### src/rtl/core/assert_macros.svh
// Assertion macros shared by the core RTL.
// Depends on nothing; files that assert include it by name.
`ifndef ASSERT_MACROS_SVH
`define ASSERT_MACROS_SVH

// Property that must hold at every clock edge outside reset
`define ASSERT_ALWAYS(name, clk, rst, prop, msg) \
   name: assert property (@(posedge clk) disable iff (rst) (prop)) else $error(msg);

// Same-cycle implication
`define ASSERT_IMPLIES(name, clk, rst, ante, cons, msg) \
   name: assert property (@(posedge clk) disable iff (rst) (ante) |-> (cons)) else $error(msg);

// Next-cycle implication
`define ASSERT_NEXT(name, clk, rst, ante, cons, msg) \
   name: assert property (@(posedge clk) disable iff (rst) (ante) |=> (cons)) else $error(msg);

`endif

### src/rtl/core/tspw_pkg.sv
// Shared types, widths and angle tables for the three-step phase wrap core.
// Tables are built at elaboration from pi in Q4.60 by Taylor series.
// No dependencies.
package tspw_pkg;

   localparam int FRAC_BITS   = 60;
   localparam int ANGLE_STEPS = 64;
   localparam logic [63:0] PI_Q60 = 64'd3622009729038561421;

   // datapath widths
   localparam int ASQ_W    = 16;  // a*a, a <= 255
   localparam int BSQ_W    = 18;  // b*b, b <= 510
   localparam int ENERGY_W = 19;  // 3a^2 + b^2
   localparam int RAD_W    = 16;
   localparam int ROOT_W   = 8;
   localparam int STEP_W   = 6;   // angle step index 0..63
   localparam int C3_W     = 62;  // 3cos^2 in Q4.60 is below 2^62
   localparam int SN_W     = 61;  // sin^2 in Q4.60 is at most 2^60
   localparam int SPLIT    = 31;  // constant split point for partial products
   localparam int PROD_W   = 80;
   localparam int THR_W    = 9;

   localparam logic [THR_W-1:0] THRESH_RESET = 9'd64;

   // phase codes on the axes
   localparam logic [7:0] CODE_ZERO     = 8'h00;
   localparam logic [7:0] CODE_PI       = 8'h80;
   localparam logic [7:0] CODE_HALF_PI  = 8'h40;
   localparam logic [7:0] CODE_NHALF_PI = 8'hC0;
   localparam logic [6:0] MAG_PI        = 7'd127;
   localparam logic [ROOT_W-1:0] MOD_SAT = 8'hFF;

   typedef logic [ANGLE_STEPS-1:0][63:0] angle_table_type;

   typedef struct packed {
      logic v_neg;
      logic u_neg;
      logic v_zero;
      logic u_zero;
   } flags_type;

   // payload handed between square-root cells
   typedef struct packed {
      logic [ASQ_W-1:0]  a_sq;
      logic [BSQ_W-1:0]  b_sq;
      flags_type         flags;
      logic [RAD_W-1:0]  rad;
      logic              sat;
      logic [ROOT_W-1:0] root;
   } sqrt_stage_type;

   // payload handed between phase cells
   typedef struct packed {
      logic [ASQ_W-1:0]  a_sq;
      logic [BSQ_W-1:0]  b_sq;
      flags_type         flags;
      logic [ROOT_W-1:0] modv;
      logic [STEP_W-1:0] m;
   } phase_stage_type;

   // Q4.60 product, truncated
   function automatic logic [63:0] mul_q(input logic [63:0] a, input logic [63:0] b);
      logic [127:0] p;
      p = {64'b0, a} * {64'b0, b};
      return p[FRAC_BITS+63:FRAC_BITS];
   endfunction

   function automatic logic [63:0] sin_series(input logic [63:0] x);
      logic [63:0] x2, t, pos, neg;
      x2  = mul_q(x, x);
      t   = x;
      pos = x;
      neg = 64'd0;
      t = mul_q(t, x2) / 64'd6;   neg = neg + t;
      t = mul_q(t, x2) / 64'd20;  pos = pos + t;
      t = mul_q(t, x2) / 64'd42;  neg = neg + t;
      t = mul_q(t, x2) / 64'd72;  pos = pos + t;
      t = mul_q(t, x2) / 64'd110; neg = neg + t;
      t = mul_q(t, x2) / 64'd156; pos = pos + t;
      t = mul_q(t, x2) / 64'd210; neg = neg + t;
      t = mul_q(t, x2) / 64'd272; pos = pos + t;
      t = mul_q(t, x2) / 64'd342; neg = neg + t;
      t = mul_q(t, x2) / 64'd420; pos = pos + t;
      t = mul_q(t, x2) / 64'd506; neg = neg + t;
      t = mul_q(t, x2) / 64'd600; pos = pos + t;
      t = mul_q(t, x2) / 64'd702; neg = neg + t;
      t = mul_q(t, x2) / 64'd812; pos = pos + t;
      t = mul_q(t, x2) / 64'd930; neg = neg + t;
      return pos - neg;
   endfunction

   function automatic logic [63:0] cos_series(input logic [63:0] x);
      logic [63:0] x2, t, pos, neg;
      x2  = mul_q(x, x);
      t   = 64'd1 << FRAC_BITS;
      pos = t;
      neg = 64'd0;
      t = mul_q(t, x2) / 64'd2;   neg = neg + t;
      t = mul_q(t, x2) / 64'd12;  pos = pos + t;
      t = mul_q(t, x2) / 64'd30;  neg = neg + t;
      t = mul_q(t, x2) / 64'd56;  pos = pos + t;
      t = mul_q(t, x2) / 64'd90;  neg = neg + t;
      t = mul_q(t, x2) / 64'd132; pos = pos + t;
      t = mul_q(t, x2) / 64'd182; neg = neg + t;
      t = mul_q(t, x2) / 64'd240; pos = pos + t;
      t = mul_q(t, x2) / 64'd306; neg = neg + t;
      t = mul_q(t, x2) / 64'd380; pos = pos + t;
      t = mul_q(t, x2) / 64'd462; neg = neg + t;
      t = mul_q(t, x2) / 64'd552; pos = pos + t;
      t = mul_q(t, x2) / 64'd650; neg = neg + t;
      t = mul_q(t, x2) / 64'd756; pos = pos + t;
      t = mul_q(t, x2) / 64'd870; neg = neg + t;
      t = mul_q(t, x2) / 64'd992; pos = pos + t;
      return pos - neg;
   endfunction

   // 3*cos^2(k*pi/128), entry 0 unused
   function automatic angle_table_type build_cos3();
      angle_table_type tab;
      logic [63:0]     x, c;
      tab = '0;
      for (int k = 1; k < ANGLE_STEPS; k++) begin
         x = (PI_Q60 >> 7) * 64'(k);
         c = cos_series(x);
         tab[k[STEP_W-1:0]] = 64'd3 * mul_q(c, c);
      end
      return tab;
   endfunction

   // sin^2(k*pi/128), entry 0 unused
   function automatic angle_table_type build_sin();
      angle_table_type tab;
      logic [63:0]     x, s;
      tab = '0;
      for (int k = 1; k < ANGLE_STEPS; k++) begin
         x = (PI_Q60 >> 7) * 64'(k);
         s = sin_series(x);
         tab[k[STEP_W-1:0]] = mul_q(s, s);
      end
      return tab;
   endfunction

   localparam angle_table_type COS3_SQ = build_cos3();
   localparam angle_table_type SIN_SQ  = build_sin();

endpackage

### src/rtl/core/tspw_sqrt_cell.sv
// One cell of the square-root chain: decides one root bit per request.
// Depends on tspw_pkg.
module tspw_sqrt_cell #(
   parameter int BIT = 7
) (
   input  logic                     clock,
   input  logic                     adv,
   input  tspw_pkg::sqrt_stage_type d_in,
   output tspw_pkg::sqrt_stage_type d_out
);

   localparam int RW = tspw_pkg::ROOT_W;
   localparam int QW = tspw_pkg::RAD_W;
   localparam logic [RW-1:0] BIT_MASK = RW'(1) << BIT;

   tspw_pkg::sqrt_stage_type out_ff, out_in;
   logic [RW-1:0] cand;
   logic [QW-1:0] cand_sq;

   // trial bit: keep it when its square still fits under the radicand
   always_comb begin
      cand    = d_in.root | BIT_MASK;
      cand_sq = QW'(cand) * QW'(cand);
      out_in  = d_in;
      if (cand_sq <= d_in.rad) begin
         out_in.root = cand;
      end
   end

   always_ff @(posedge clock) begin
      if (adv) begin
         out_ff <= out_in;
      end
   end

   assign d_out = out_ff;

endmodule

### config.mk
export PLATFORM = sky130hd
export DESIGN_NAME = tspw_sqrt_cell
export DESIGN_NICKNAME = d
export VERILOG_FILES = /design/src/rtl/core/assert_macros.svh /design/src/rtl/core/tspw_pkg.sv /design/src/rtl/core/tspw_sqrt_cell.sv
export SDC_FILE = /design/constraint.sdc
export NUM_CORES = 1
export LEC_CHECK = 0
export ABC_CLOCK_PERIOD_IN_PS = 6100
export BUFFER_PORTS_ARGS = -buffer_cell sky130_fd_sc_hd__clkbuf_2
export CORE_AREA = 4 4 95 97
export CTS_CLUSTER_DIAMETER = 150
export DETAILED_ROUTE_END_ITERATION = 10
export DIE_AREA = 0 0 99 101
export PLACE_DENSITY = 0.87
export SLEW_MARGIN = 20
export SYNTH_ARGS = -nofsm -noshare
export SYNTH_HDL_FRONTEND = slang
export SYNTH_SLANG_ARGS = --single-unit
### constraint.sdc
create_clock -name clock -period 6.1 [get_ports clock]
set_clock_uncertainty 0.15 [all_clocks]
set_input_delay 0 -clock clock [delete_from_list [all_inputs] [get_ports clock]]
set_output_delay 0 -clock clock [all_outputs]
set_load 0.02 [all_outputs]
==> impl_results.md <==
- Starting Density: 0.511
- IO Pins: approximately 130
- Slew Viols, Final: 0
- CP Capture Type: register
- Crit-path slowest cell: dlygate4sd3_1
- Die Ht: approximately 100 microns
- Fill cells: about 470
- Pwr Density: 332 mW/mm^2
- Sequential cell area: between 0.0015 and 0.002 sq mm
- RSZ-0062 raised after global routing: false
- Netlist Area Pre-Place: around 0.0042 sq mm
- Adder-cell share of the synthesized area: 0.279
- H-tree Lvls: 3
- Final Cell Area: 0.00573 sq mm
- Async SR Flop Fraction: 0
- CTS Buf Count: 9
- Vias in the first global route: 3564
- CTS max path bufs: 2
- Worst path cell trace: dlygate4sd3_1 -> clkbuf_2 -> inv_1 -> nor2_1 -> ha_1 -> or2_2 -> fa_1 -> inv_1 -> fa_1 -> fa_1 -> inv_1 -> ha_1 -> nand4b_1 -> a21boi_1 -> o21ai_1 -> xnor2_1 -> ha_1 -> nand4_1 -> nor2_1 -> o21ai_0 -> a221o_1
- Wire per inst: around 19 microns
- Seq cells post-synth: between 60 and 70
- Slew HR: 0.475
- Total number of yosys warnings: 0
- Top FF cell, synth: edfxtp_1
- Max reg flops: between 60 and 70
- Leak Pwr: 2.79 nW
- Critical path origin: d_in[2]
- Drc violations: 0
- Xor/xnor share of the synthesized area: 0.0232
- Crit path launch type: input pin
- Root buf cell: clkbuf_8
- WS Path Type: in2reg
- Internal power: about 1.1 mW
- Placed Cells: 579
- CP Data Required Time: approximately 6.0 ns
- Cells after Synth: ~350
- Crit path max fanout: 5
- Post-route insts no fill: approximately 660
- PortBufs: between 100 and 150
- Period minus WS final: ~5.5 ns
- # diodes: 0
- DP Wirelength: approximately 7500 microns
- First drt pass iteration count: 5
- Register area share after synthesis: 0.455
- Total congestion overflow: 0
- Placed Area: 0.00492 sq mm
- CP arrival: roughly 5.4 ns
- Crit path capture: d_out[7]
- Fin crit share: 0.901
- Combinational Power Share: 0.541
- Status: finished clean
- Final net count: between 600 and 700
- FP Rows: 33
- Max Cap Viol: 0
- Global Route Usage Sum: 0.253
- Final setup vio count: 0
- Area fraction in compound gates after synthesis: 0.0800
- Clock sink count: 63
- Share of cells above drive strength 1: 0.279
- Hold Path Class: in2reg
- Antenna violations before repair: 0
- Setup TNS: 0 ns
- DR vias: between 3000 and 4000
- Slew at the pin closest to its max-slew limit: 0.787 ns
- Core ar.: roughly 0.008 sq mm
- Global-route wire length before repair: about 19000 microns
- Final core occ: 0.704
- Via-to-Cell Ratio: 5.45
- Die Width: between 90 and 100 microns
- Clk slew on worst S/H paths: approximately 0.07 ns
- Gpl congestion: 0.869
- Worst VDD drop: 0.000167 V
- Critical Path Max Stage Delay: 0.54 ns
- Fmax: roughly 0.18 GHz
- Avg Inst Size Synth: roughly 12 sq um
- Main combinational cell family by area after synthesis: adder cells
- Post-synthesis simple-gate area fraction: 0.0843
- Switching Power: slightly below 800 uW
- Detailed router's first-iteration violation count: roughly 400
- Clock Power Share: 0.181
- Final Hold Viols: 0
- Post-synth EDFFs: 63
- Antenna-violating nets left: 0
- Mux contribution to synthesized area: 0.00843
- Switch share: 0.406
- Pwr Total: ~1.9 mW
- CTS tree: yes
- Setup bufs post-CTS: 0
- Synthesized Nets: about 500
- Largest net degree at the start of global routing: 64
- Sequential Power Share: 0.278
- Area added between synthesis and finish: 37.8%
- Count of cell types in the netlist: 41
- Final wirelength: about 12000 microns
- Multi-input logic area: 0.00197 sq mm
- Die area: 0.0100 sq mm
layout make-up:
type                            instances  area share
Multi-Input combinational cell        208       0.344
Sequential cell                        63       0.330
Timing Repair Buffer                  191       0.222
Inverter                               75      0.0491
Tap cell                              105      0.0229
Clock buffer                           10      0.0223
Clock inverter                          5     0.00874
cell families after synthesis:
| family | count (synthesis) |
|---|---|
| mux | 3 |
| simple gates | 70 |
| fa+ha+maj | 77 |
| xor+xnor | 11 |
| flops | 63 |
| buf+inv | 76 |
| compound gates | 47 |
cell usage after synthesis (all sizes together) (3+ instances only):
library cell | n | share of area
a211oi | 6 | 0.014
nand2b | 4 | 0.0060
or2 | 4 | 0.0060
nor2 | 25 | 0.023
nand2 | 15 | 0.014
edfxtp | 63 | 0.46
nand4 | 4 | 0.0060
xnor2 | 9 | 0.019
a21oi | 16 | 0.020
inv | 75 | 0.068
ha | 51 | 0.15
nand3 | 3 | 0.0036
a21o | 6 | 0.011
nor3 | 3 | 0.0048
nand3b | 4 | 0.0072
o21ai | 9 | 0.011
fa | 26 | 0.13
nor2b | 4 | 0.0078
worst max-delay path, delay by kind of cell:
family,cells,cell delay [ns]
AOI/OAI and AO/OA,4,0.89
xor gates and xnor gates,1,0.18
and+or+nand+nor,5,0.97
adders and majority gates,6,2.39
buffers and inverters,5,1.01
power groups by stage:
stage,registers (mW),logic [mW],clock network [mW]
5_1_grt,0.532,1.13,0.366
3_5_place_dp,0.537,0.926,0
4_1_cts,0.527,0.975,0.337
6_report,0.530,1.03,0.344
2_1_floorplan,0.582,0.672,0
3_3_place_gp,0.534,0.883,0
timing repair:
| item | in CTS | in global routing |
|---|---|---|
| hold endpoints to repair | 63 | 0 |
| hold buffers | 63 | 0 |
| gates resized for setup | 0 | 0 |
| setup endpoints to repair | 0 | 0 |
cells in the final DEF (no fill, tap or decap), types with 2 or more instances in the layout:
master / instances
a211oi_1: 3
a211oi_2: 3
a21o_1: 6
a21oi_1: 15
clkbuf_2: 127
clkbuf_8: 9
clkinv_1: 2
dlygate4sd3_1: 63
edfxtp_1: 63
fa_1: 26
ha_1: 51
inv_1: 75
mux2i_1: 2
nand2_1: 15
nand2b_1: 4
nand3_1: 3
nand3b_1: 4
nand4_1: 4
nor2_1: 25
nor2b_1: 3
nor3_1: 2
o21ai_0: 6
o21ai_1: 3
or2_2: 4
xnor2_1: 9
xor2_1: 2
worst min-delay path by stage:
stage / startpoint / end / slack, ns / depth (start not counted)
3_3_place_gp: d_in[38] / d_out[38] / 0.03 / 1
6_report: adv / d_out[31] / 0.18 / 2
2_1_floorplan: d_in[0] / d_out[0] / -0.05 / 0
4_1_cts: adv / d_out[59] / 0.21 / 2
3_5_place_dp: d_in[38] / d_out[38] / 0.03 / 1
5_1_grt: d_in[60] / d_out[60] / 0.22 / 2
per-layer routing:
layer / wire (microns) / up-vias / track usage
li1: - / 1582 / -
met1: 4240 / 1693 / 0.279
met2: 6390 / 257 / 0.467
met3: 1200 / 51 / 0.0588
met4: 553 / 0 / 0.106
met5: 0 / - / 0
through the flow:
stage	setup WS (ns)	hold WS, ns
finish	0.607	0.184
detailed placement	0.928	0.0288
floorplan	1.45	-0.0511
global placement	1.11	0.0267
global route	0.401	0.219
CTS	0.705	0.213
(Power assumes the default switching activity.)
